<file path="config.mk">
export PLATFORM = sky130hd
export DESIGN_NAME = ctfwd_ctrl
export DESIGN_NICKNAME = d
export VERILOG_FILES = /design/src/sv/ctfwd_pkg.sv /design/src/sv/ctfwd_ctrl.sv
export SDC_FILE = /design/constraint.sdc
export NUM_CORES = 1
export LEC_CHECK = 0
export ABC_AREA = 1
export BUFFER_PORTS_ARGS = -buffer_cell sky130_fd_sc_hd__buf_4
export CORE_MARGIN = 8
export CORE_UTILIZATION = 50
export DETAILED_ROUTE_END_ITERATION = 12
export GPL_ROUTABILITY_DRIVEN = 0
export MAX_ROUTING_LAYER = met4
export PLACE_DENSITY_LB_ADDON = 0.15
export SLEW_MARGIN = 20
export SYNTH_ARGS = -nofsm -noshare
export SYNTH_HDL_FRONTEND = slang
export SYNTH_SLANG_ARGS = --single-unit
</file>
<file path="constraint.sdc">
create_clock -name clk_i -period 2.55 [get_ports clk_i]
set_input_delay 0.255 -clock clk_i [delete_from_list [all_inputs] [get_ports clk_i]]
set_output_delay 0.255 -clock clk_i [all_outputs]
set_load 0.02 [all_outputs]
</file>
<file path="src/sv/ctfwd_pkg.sv">
package ctfwd_pkg;

  localparam int unsigned VectorLengthDef = 64;
  localparam int unsigned AddrW           = 6;
  localparam int unsigned WinLenW         = 7;
  localparam logic [WinLenW-1:0] WinLenRst = 7'd16;
  localparam int unsigned CordicSteps     = 31;

  // arctangent of 2^-i in units of 2^-32 turn
  localparam longint ArcTurns [CordicSteps] = '{
    64'h20000000, 64'h12E4051E, 64'h09FB385B, 64'h051111D4, 64'h028B0D43, 64'h0145D7E1,
    64'h00A2F61E, 64'h00517C55, 64'h0028BE53, 64'h00145F2F, 64'h000A2F98, 64'h000517CC,
    64'h00028BE6, 64'h000145F3, 64'h0000A2FA, 64'h0000517D, 64'h000028BE, 64'h0000145F,
    64'h00000A30, 64'h00000518, 64'h0000028C, 64'h00000146, 64'h000000A3, 64'h00000051,
    64'h00000029, 64'h00000014, 64'h0000000A, 64'h00000005, 64'h00000003, 64'h00000001,
    64'h00000001
  };

  typedef enum logic [1:0] {
    OP_NONE,
    OP_INV,
    OP_FWD,
    OP_SUM
  } op_e;

  typedef struct packed {
    logic             smp_wr;
    logic [AddrW-1:0] wr_addr;
    op_e              op;
    logic             first;
    logic             last;
    logic [AddrW-1:0] rd_addr;
    logic [AddrW-1:0] tw_idx;
    logic             keep;
    logic             div_start;
    logic             tap_wr;
    logic             best_clr;
    logic             cmp;
    logic             out_load;
    logic             out_last;
  } cmd_t;

  typedef struct packed {
    logic             mac_done;
    logic             div_busy;
    logic             out_free;
    logic [AddrW-1:0] best_start;
  } status_t;

  // cos and sin in q2.30 of a 32-bit angle in turns, packed {sin, cos}
  function automatic logic [63:0] twiddle_cs(input logic [31:0] ang);
    longint a;
    longint q;
    longint z;
    longint x;
    longint y;
    longint nx;
    longint ny;
    longint c;
    longint s;
    int     i;
    a = longint'({32'd0, ang});
    q = (a + 64'sd536870912) >>> 30;
    z = a - (q <<< 30);
    x = 64'sd652032874;
    y = 64'sd0;
    for (i = 0; i < CordicSteps; i++) begin
      if (z >= 0) begin
        nx = x - (y >>> i);
        ny = y + (x >>> i);
        z  = z - ArcTurns[i];
      end else begin
        nx = x + (y >>> i);
        ny = y - (x >>> i);
        z  = z + ArcTurns[i];
      end
      x = nx;
      y = ny;
    end
    case (q[1:0])
      2'd0: begin
        nx = x;
        ny = y;
      end
      2'd1: begin
        nx = -y;
        ny = x;
      end
      2'd2: begin
        nx = -x;
        ny = -y;
      end
      default: begin
        nx = y;
        ny = -x;
      end
    endcase
    c = (nx > 64'sd1073741824) ? 64'sd1073741824 :
        (nx < -64'sd1073741824) ? -64'sd1073741824 : nx;
    s = (ny > 64'sd1073741824) ? 64'sd1073741824 :
        (ny < -64'sd1073741824) ? -64'sd1073741824 : ny;
    return {s[31:0], c[31:0]};
  endfunction

endpackage

</file>
<file path="src/sv/ctfwd_ctrl.sv">
module ctfwd_ctrl #(
  parameter int unsigned VECTOR_LENGTH = ctfwd_pkg::VectorLengthDef
) (
  input  logic                            clk_i,
  input  logic                            rst_ni,
  input  logic                            in_valid_i,
  output logic                            in_stall_o,
  input  logic                            window_length_we_i,
  input  logic [ctfwd_pkg::WinLenW-1:0]   window_length_i,
  input  ctfwd_pkg::status_t              status_i,
  output ctfwd_pkg::cmd_t                 cmd_o
);

  localparam int unsigned IdxW = $clog2(VECTOR_LENGTH);
  localparam int unsigned LenW = ctfwd_pkg::WinLenW;
  localparam logic [IdxW-1:0] LastIdx = IdxW'(VECTOR_LENGTH - 1);
  localparam logic [IdxW:0]   NExt    = (IdxW + 1)'(VECTOR_LENGTH);

  localparam logic [3:0] S_COLLECT  = 4'd0;
  localparam logic [3:0] S_INV_MAC  = 4'd1;
  localparam logic [3:0] S_INV_WAIT = 4'd2;
  localparam logic [3:0] S_DIV_WAIT = 4'd3;
  localparam logic [3:0] S_TAP_WR   = 4'd4;
  localparam logic [3:0] S_SUM_MAC  = 4'd5;
  localparam logic [3:0] S_SUM_WAIT = 4'd6;
  localparam logic [3:0] S_FWD_MAC  = 4'd7;
  localparam logic [3:0] S_FWD_WAIT = 4'd8;
  localparam logic [3:0] S_OUT      = 4'd9;

  logic [3:0]      state_q, state_d;
  logic [IdxW-1:0] cnt_q, cnt_d, outer_q, outer_d, m_q, m_d, a_q, a_d;
  logic [LenW-1:0] wl_q, len;
  logic [IdxW:0]   m_sum, dd;
  logic [IdxW-1:0] m_nx, a_nx, best;
  logic            keep, cnt_end, len_end;

  assign len     = (wl_q > LenW'(VECTOR_LENGTH)) ? LenW'(VECTOR_LENGTH) : wl_q;
  assign m_sum   = {1'b0, m_q} + {1'b0, outer_q};
  assign m_nx    = (m_sum >= NExt) ? IdxW'(m_sum - NExt) : IdxW'(m_sum);
  assign a_nx    = (a_q == LastIdx) ? '0 : a_q + IdxW'(1);
  assign best    = status_i.best_start[IdxW-1:0];
  assign dd      = {1'b0, cnt_q} + NExt - {1'b0, best};
  assign keep    = (LenW'((dd >= NExt) ? dd - NExt : dd) < len);
  assign cnt_end = (cnt_q == LastIdx);
  assign len_end = (LenW'(cnt_q) == len - LenW'(1));

  assign in_stall_o = (state_q != S_COLLECT);

  always_comb begin
    state_d = state_q;
    cnt_d   = cnt_q;
    outer_d = outer_q;
    m_d     = m_q;
    a_d     = a_q;
    cmd_o   = '0;
    cmd_o.op      = ctfwd_pkg::OP_NONE;
    cmd_o.wr_addr = ctfwd_pkg::AddrW'(outer_q);
    cmd_o.rd_addr = ctfwd_pkg::AddrW'(cnt_q);
    cmd_o.tw_idx  = ctfwd_pkg::AddrW'(m_q);
    unique case (state_q)
      S_COLLECT: begin
        cmd_o.wr_addr = ctfwd_pkg::AddrW'(cnt_q);
        if (in_valid_i) begin
          cmd_o.smp_wr = 1'b1;
          if (cnt_end) begin
            cnt_d   = '0;
            outer_d = '0;
            m_d     = '0;
            state_d = S_INV_MAC;
          end else begin
            cnt_d = cnt_q + IdxW'(1);
          end
        end
      end
      S_INV_MAC, S_FWD_MAC: begin
        cmd_o.op    = (state_q == S_INV_MAC) ? ctfwd_pkg::OP_INV : ctfwd_pkg::OP_FWD;
        cmd_o.first = (cnt_q == '0);
        cmd_o.last  = cnt_end;
        cmd_o.keep  = keep;
        m_d = m_nx;
        if (cnt_end) begin
          cnt_d   = '0;
          m_d     = '0;
          state_d = (state_q == S_INV_MAC) ? S_INV_WAIT : S_FWD_WAIT;
        end else begin
          cnt_d = cnt_q + IdxW'(1);
        end
      end
      S_INV_WAIT: begin
        if (status_i.mac_done) begin
          cmd_o.div_start = 1'b1;
          state_d = S_DIV_WAIT;
        end
      end
      S_DIV_WAIT: begin
        if (!status_i.div_busy) begin
          state_d = S_TAP_WR;
        end
      end
      S_TAP_WR: begin
        cmd_o.tap_wr = 1'b1;
        if (outer_q == LastIdx) begin
          cmd_o.best_clr = 1'b1;
          outer_d = '0;
          cnt_d   = '0;
          a_d     = '0;
          state_d = (len == '0) ? S_FWD_MAC : S_SUM_MAC;
        end else begin
          outer_d = outer_q + IdxW'(1);
          state_d = S_INV_MAC;
        end
      end
      S_SUM_MAC: begin
        cmd_o.op      = ctfwd_pkg::OP_SUM;
        cmd_o.rd_addr = ctfwd_pkg::AddrW'(a_q);
        cmd_o.first   = (cnt_q == '0);
        cmd_o.last    = len_end;
        a_d = a_nx;
        if (len_end) begin
          cnt_d   = '0;
          state_d = S_SUM_WAIT;
        end else begin
          cnt_d = cnt_q + IdxW'(1);
        end
      end
      S_SUM_WAIT: begin
        if (status_i.mac_done) begin
          cmd_o.cmp = 1'b1;
          if (outer_q == LastIdx) begin
            outer_d = '0;
            cnt_d   = '0;
            m_d     = '0;
            state_d = S_FWD_MAC;
          end else begin
            outer_d = outer_q + IdxW'(1);
            a_d     = outer_q + IdxW'(1);
            state_d = S_SUM_MAC;
          end
        end
      end
      S_FWD_WAIT: begin
        if (status_i.mac_done) begin
          state_d = S_OUT;
        end
      end
      S_OUT: begin
        if (status_i.out_free) begin
          cmd_o.out_load = 1'b1;
          cmd_o.out_last = (outer_q == LastIdx);
          if (outer_q == LastIdx) begin
            outer_d = '0;
            cnt_d   = '0;
            state_d = S_COLLECT;
          end else begin
            outer_d = outer_q + IdxW'(1);
            state_d = S_FWD_MAC;
          end
        end
      end
      default: begin
        state_d = S_COLLECT;
      end
    endcase
  end

  always_ff @(posedge clk_i or negedge rst_ni) begin
    if (!rst_ni) begin
      state_q <= S_COLLECT;
      cnt_q   <= '0;
      outer_q <= '0;
      m_q     <= '0;
      a_q     <= '0;
      wl_q    <= ctfwd_pkg::WinLenRst;
    end else begin
      state_q <= state_d;
      cnt_q   <= cnt_d;
      outer_q <= outer_d;
      m_q     <= m_d;
      a_q     <= a_d;
      if (window_length_we_i) begin
        wl_q <= window_length_i;
      end
    end
  end

endmodule

</file>
After elaboration in Yosys (flattened, before gate mapping)

Cells that the tools add are included.

Bits in registers: 35
Input port bits: 20
Output and inout bits: 31
Logic and storage cells: 110

Add/subtract/negate cells: 9
Magnitude comparators: 4
Reductions and logical operators: 14
Mux-type cells: 52
Equal/unequal tests: 25

Operators by type and width:

| kind                | number |
|---|---|
| $mux 6              | 19 |
| $mux 4              | 10 |
| $pmux 4 s9          | 1 |
| $pmux 6 s3          | 2 |
| $pmux 6 s6          | 1 |
| $ne 2x2->1 const B  | 12 |
| $pmux 6 s4          | 1 |
| $mux 7              | 3 |
| $add 6x1->6 const B | 3 |
| $eq 6x6->1 const B  | 3 |
| $eq 4x3->1 const B  | 4 |
| $ge 7x7->1 const B  | 2 |
| $mux 2              | 6 |
| $reduce_and 5->1    | 2 |
| $reduce_and 9->1    | 1 |
| $eq 4x2->1 const B  | 2 |
| $eq 4x4->1 const B  | 2 |
| $pmux 4 s2          | 1 |
| $reduce_and 4->1    | 2 |
| $reduce_bool 4->1   | 2 |
| $add 6x6->7         | 1 |
| $add 6x7->7 const B | 1 |
| $eq 6x7->1          | 1 |
| $gt 7x7->1 const B  | 1 |
| other kinds (14)    | 21 |

Longest topological paths before layout

Depth after elaboration: 6
Depth in mapped cells: 15

Least setup slack after synthesis

No wires, ideal clock.

Path type: register to output
Start point: reg cnt_q[0]
End point: out cmd_o[6] (netlist name)
Data arrival time: 2344 ps
Buffers on the path: 0
Required time: 2295 ps
Cell stages (with the launch flop): 12
Slack: -49 ps
Path through: dfrtp_1 inv_1 ha_1 inv_1 fa_1 nand3_1 nand2_1 xor2_1 ha_1 a21oi_1 o21ai_0 nor3_1

RTL lines:

| item                   | line              | RTL |
|---|---|---|
| start, declared        | ctfwd_ctrl.sv:31  | `logic [IdxW-1:0] cnt_q, cnt_d, outer_q, outer_d, m_q, m_d, a_q, a_d;` |
| start signal, assigned | ctfwd_ctrl.sv:176 | `cnt_q <= cnt_d;` |
| end, declared          | ctfwd_ctrl.sv:11  | `output ctfwd_pkg::cmd_t cmd_o` |

==> report_table.html <==
<table>
<tr><th>Metric</th><th>Value</th></tr>
<tr><th colspan="2">Floorplan</th></tr>
<tr><td>Vertical die dimension</td><td>93.0 µm</td></tr>
<tr><td>Die ar.</td><td>8660 µm²</td></tr>
<tr><td>Ports</td><td>51</td></tr>
<tr><td>Initial core utilization</td><td>0.510</td></tr>
<tr><td>Number of rows created at floorplan</td><td>28</td></tr>
<tr><td>Core region area</td><td>5820 µm²</td></tr>
<tr><td>X dimension of the die</td><td>93.0 µm</td></tr>
<tr><th colspan="2">Logic synthesis</th></tr>
<tr><td>Number of flops mapped to enable cells by yosys</td><td>0</td></tr>
<tr><td>Most used flip-flop cell after synthesis</td><td>sky130_fd_sc_hd__dfrtp_1</td></tr>
<tr><td>Register bit count reported by yosys</td><td>35</td></tr>
<tr><td>Fraction of registers with async set or reset after synthesis</td><td>1.00</td></tr>
<tr><td>Number of warning messages in the yosys log</td><td>0</td></tr>
<tr><td>Most common library cells after synthesis</td><td>sky130_fd_sc_hd__nand2_1, sky130_fd_sc_hd__inv_1, sky130_fd_sc_hd__o21ai_0</td></tr>
<tr><td>Share of Yosys cell area claimed by the top area cell type</td><td>0.287</td></tr>
<tr><td>Mapped Nets</td><td>462</td></tr>
<tr><td>Post-synthesis area per instance</td><td>7.10 µm²</td></tr>
<tr><td>Netlist Area Pre-Place</td><td>2970 µm²</td></tr>
<tr><td>Cell types occupying the most area after synthesis</td><td>sky130_fd_sc_hd__dfrtp_1, sky130_fd_sc_hd__nand2_1, sky130_fd_sc_hd__ha_1</td></tr>
<tr><td>Instance count of the mapped netlist</td><td>418</td></tr>
<tr><td>Most frequent cell after synthesis</td><td>sky130_fd_sc_hd__nand2_1</td></tr>
<tr><td>Post-synthesis sequential area ratio</td><td>0.296</td></tr>
<tr><td>Count of different cell masters after synthesis</td><td>33</td></tr>
<tr><td>Yosys top cell by area</td><td>sky130_fd_sc_hd__dfrtp_1</td></tr>
<tr><th colspan="2">Routing</th></tr>
<tr><td>Detailed-route vias per instance</td><td>5.23</td></tr>
<tr><td>Detailed-route wire length</td><td>8.05 mm</td></tr>
<tr><td>Drt initial violations</td><td>171</td></tr>
<tr><td>DR WL/cell</td><td>14.3 µm</td></tr>
<tr><td>Number of antenna-violating nets in the routed design</td><td>0</td></tr>
<tr><td>Vias after detailed routing</td><td>2,946</td></tr>
<tr><td>Number of optimization iterations in the first detailed-route pass</td><td>5</td></tr>
<tr><td>Post-route DRC violation count</td><td>0</td></tr>
<tr><th colspan="2">Pwr</th></tr>
<tr><td>Peak VDD IR</td><td>0.728 mV</td></tr>
<tr><td>Total power divided by cell area</td><td>1080 nW/µm²</td></tr>
<tr><td>Leakage power total</td><td>0.00193 µW</td></tr>
<tr><th colspan="2">Final layout</th></tr>
<tr><td>Final std cell area, no fill</td><td>3740 µm²</td></tr>
<tr><td>P&amp;R area growth vs syn</td><td>26.0%</td></tr>
<tr><td>Fin nets</td><td>531</td></tr>
<tr><td>Antenna Diode Count</td><td>0</td></tr>
<tr><td>Fraction of layout cells with a size suffix above 1</td><td>0.273</td></tr>
<tr><td>Number of inserted filler cells in the final layout</td><td>544</td></tr>
<tr><th colspan="2">Timing</th></tr>
<tr><td>Sum Neg Setup Slack</td><td>-0.119 ns</td></tr>
<tr><td>Worst path setup slack after routing</td><td>-0.119 ns</td></tr>
<tr><td>Clock Skew</td><td>0.00568 ns</td></tr>
<tr><td># setup viols final</td><td>1</td></tr>
<tr><td>Max Transition Viols Final</td><td>0</td></tr>
<tr><td>Worst-case headroom to the max-slew limit</td><td>0.517</td></tr>
<tr><td>Final hold viol count</td><td>0</td></tr>
<tr><td>Slew at the pin closest to its max-slew limit</td><td>0.721 ns</td></tr>
<tr><td>Portion of the clock cycle consumed by the worst path in the final layout</td><td>1.05</td></tr>
<tr><td>Tmin final</td><td>2.67 ns</td></tr>
<tr><td>Unrepaired setup endpoints after global routing</td><td>true</td></tr>
<tr><td>Max Clk Rate</td><td>375 MHz</td></tr>
<tr><th colspan="2">Worst setup path</th></tr>
<tr><td>Sum of buffers and inverters on the critical path</td><td>3</td></tr>
<tr><td>Worst setup EP type</td><td>output pin</td></tr>
<tr><td>Most frequent cell on the critical path</td><td>sky130_fd_sc_hd__inv_2</td></tr>
<tr><td>Type of element launching the critical path</td><td>flip-flop</td></tr>
<tr><td>Required @ worst endpoint</td><td>2.30 ns</td></tr>
<tr><td>Category of the critical setup timing path</td><td>reg2out</td></tr>
<tr><td>Critical path depth</td><td>12</td></tr>
<tr><td>CP max stage cell</td><td>sky130_fd_sc_hd__dfrtp_1</td></tr>
<tr><td>Largest fanout of any net on the critical path</td><td>2</td></tr>
<tr><td>Worst reg2reg path depth</td><td>15</td></tr>
<tr><td>Data arrival time at the worst-slack endpoint</td><td>2.41 ns</td></tr>
<tr><td>Chain of cells forming the critical path</td><td>inv_2 -&gt; ha_4 -&gt; inv_2 -&gt; fa_2 -&gt; nand3_2 -&gt; nand2_1 -&gt; xor2_1 -&gt; ha_1 -&gt; a21oi_2 -&gt; o21ai_2 -&gt; nor3_2 -&gt; buf_4</td></tr>
<tr><td>Delay-heaviest family, CP</td><td>adder cells</td></tr>
<tr><td>Crit-path max cell delay</td><td>0.39 ns</td></tr>
<tr><th colspan="2">Flow run</th></tr>
<tr><td>Number of max-capacitance violations reported</td><td>0</td></tr>
<tr><th colspan="2">Global route</th></tr>
<tr><td>Global route overflow</td><td>0</td></tr>
<tr><td>Global-route wire length before repair</td><td>13.3 mm</td></tr>
<tr><td>Overall routing resource usage</td><td>0.195</td></tr>
<tr><td>Pin count of the biggest net entering global routing</td><td>36</td></tr>
<tr><td>Number of global-route vias before repair</td><td>2,747</td></tr>
<tr><td>Number of antenna violations at the first check in global routing</td><td>0</td></tr>
<tr><th colspan="2">Clock tree</th></tr>
<tr><td>CTS Root Buffer Type</td><td>sky130_fd_sc_hd__clkbuf_8</td></tr>
<tr><td>Clock tree from TritonCTS</td><td>done</td></tr>
<tr><td>Number of buffers inserted during clock tree synthesis</td><td>5</td></tr>
<tr><td>Clock insertion delay at the later pin of the skew report</td><td>0.29 ns</td></tr>
<tr><td>Clock net sink count</td><td>35</td></tr>
<tr><td>H-tree depth</td><td>2</td></tr>
<tr><td>Maximum buffer depth of the clock tree</td><td>2</td></tr>
<tr><td>Worst-path clk slew</td><td>0.08 ns</td></tr>
<tr><th colspan="2">Worst hold path</th></tr>
<tr><td>Number of stages on the worst hold path</td><td>3</td></tr>
<tr><td>Worst hold-check path type</td><td>in2reg</td></tr>
<tr><th colspan="2">Place</th></tr>
<tr><td>Count of port buffers added during placement</td><td>50</td></tr>
<tr><td>Worst slack at placement</td><td>0.100 ns</td></tr>
<tr><td>Area after DPL</td><td>3510 µm²</td></tr>
<tr><td>Final HPWL from detailed placement</td><td>6.34 mm</td></tr>
<tr><th colspan="2">Outcome</th></tr>
<tr><td>Violations in the final reports</td><td>setup timing</td></tr>
<tr><td>Outcome</td><td>finished, violations left</td></tr>
</table>
## per-layer routing
layer | vias up | part of all wire | track usage | wire, µm
met3 | 6 | 0.059 | 0.0369 | 474
met1 | 1343 | 0.48 | 0.256 | 3840
met2 | 86 | 0.45 | 0.300 | 3650
li1 | 1511 | - | - | -
met5 | - | 0 | - | 0
met4 | 0 | 0.010 | 0.0537 | 81
## area by class of cell
class	instances	area [µm²]	share of cell area
clock buffer	6	82.6	0.0221
inverter	67	251	0.0673
timing repair buffer	65	490	0.131
clock inverter	2	38.8	0.0104
sequential	35	878	0.235
tap	75	93.8	0.0251
multi-input combinational	313	1900	0.509
## worst min-delay path, stage by stage
cell and delay (ns):
sky130_fd_sc_hd__buf_4 0.07, sky130_fd_sc_hd__nand2_1 0.04, sky130_fd_sc_hd__o21ai_0 0.06
## logic make-up (layout without fill, tap and decap cells)
group                      count (synthesis)  after routing  synth area share
adders and majority gates                 24             24             0.106
other                                      1              1           0.00126
and+or+nand+nor                          200            200             0.312
AOI/OAI and AO/OA                         64             64             0.122
DFF                                       35             35             0.296
muxes                                      5              5            0.0185
xor gates and xnor gates                  19             19            0.0561
buffers and inverters                     70            140            0.0885
## through the flow
stage | std cells | utilization | hold WS, ns | power, µW
floorplan | 418 | - | -0.0406 | 2520
global placement | 551 | 0.604 | 0.247 | 3300
detailed placement | 551 | 0.604 | 0.248 | 3340
CTS | 560 | 0.631 | 0.168 | 3970
global route | 563 | 0.643 | 0.184 | 4410
finish | 563 | 0.643 | 0.171 | 4050
## state kept, by name, summed over array words and instances (netlist names)
| name | cells |
|---|---|
| a_q | 6 |
| cnt_q | 6 |
| m_q | 6 |
| outer_q | 6 |
| state_q | 4 |
| wl_q | 7 |
## power breakdown
group	internal [µW]	total, µW	switching (µW)
combinational	1020	2660	1650
clock	322	544	222
sequential	693	846	153
total	2030	4050	2020
## cells in the final DEF (no fill, tap or decap), drive strengths merged
| master | netlist | final |
|---|---|---|
| nand2 | 101 | 101 |
| inv | 67 | 68 |
| buf | 0 | 64 |
| nor2 | 39 | 39 |
| o21ai | 37 | 37 |
| nand3 | 36 | 36 |
| dfrtp | 34 | 34 |
| ha | 22 | 22 |
| nor3 | 14 | 14 |
| xor2 | 13 | 13 |
| a21oi | 11 | 11 |
| o22ai | 9 | 9 |
| xnor2 | 6 | 6 |
| clkbuf | 3 | 6 |
| nand4 | 5 | 5 |
| mux2 | 4 | 4 |
| a31oi | 3 | 3 |
| nor4 | 3 | 3 |
| a21o | 2 | 2 |
| or2 | 2 | 2 |
| a211oi | 2 | 2 |
| fa | 2 | 2 |
| mux2i | 1 | 1 |
| conb | 1 | 1 |
| bufinv | 0 | 1 |
| dlygate4sd3 | 0 | 1 |
| dfstp | 1 | 1 |
## path summary, 6_finish.rpt
path                                         start        to  slack (ns)
worst max-delay path                      cnt_q[0]  cmd_o[6]       -0.12
worst min-delay path            window_length_i[2]   wl_q[2]        0.17
worst max register to register             wl_q[4]  cnt_q[3]        0.31
worst min register to register              a_q[4]    a_q[4]        0.53
max in group asynchronous                   rst_ni  cnt_q[1]        1.74
min in group asynchronous                   rst_ni   wl_q[1]        0.45
## what timing repair did
item	in CTS	in global routing
pin swaps	0	1
hold buffers	1	0
endpoints found under the setup margin	2	6
setup buffers	0	3
hold endpoints to repair	34	0
gates resized for setup	7	12
No activity file was read; power rests on OpenSTA's default activity.
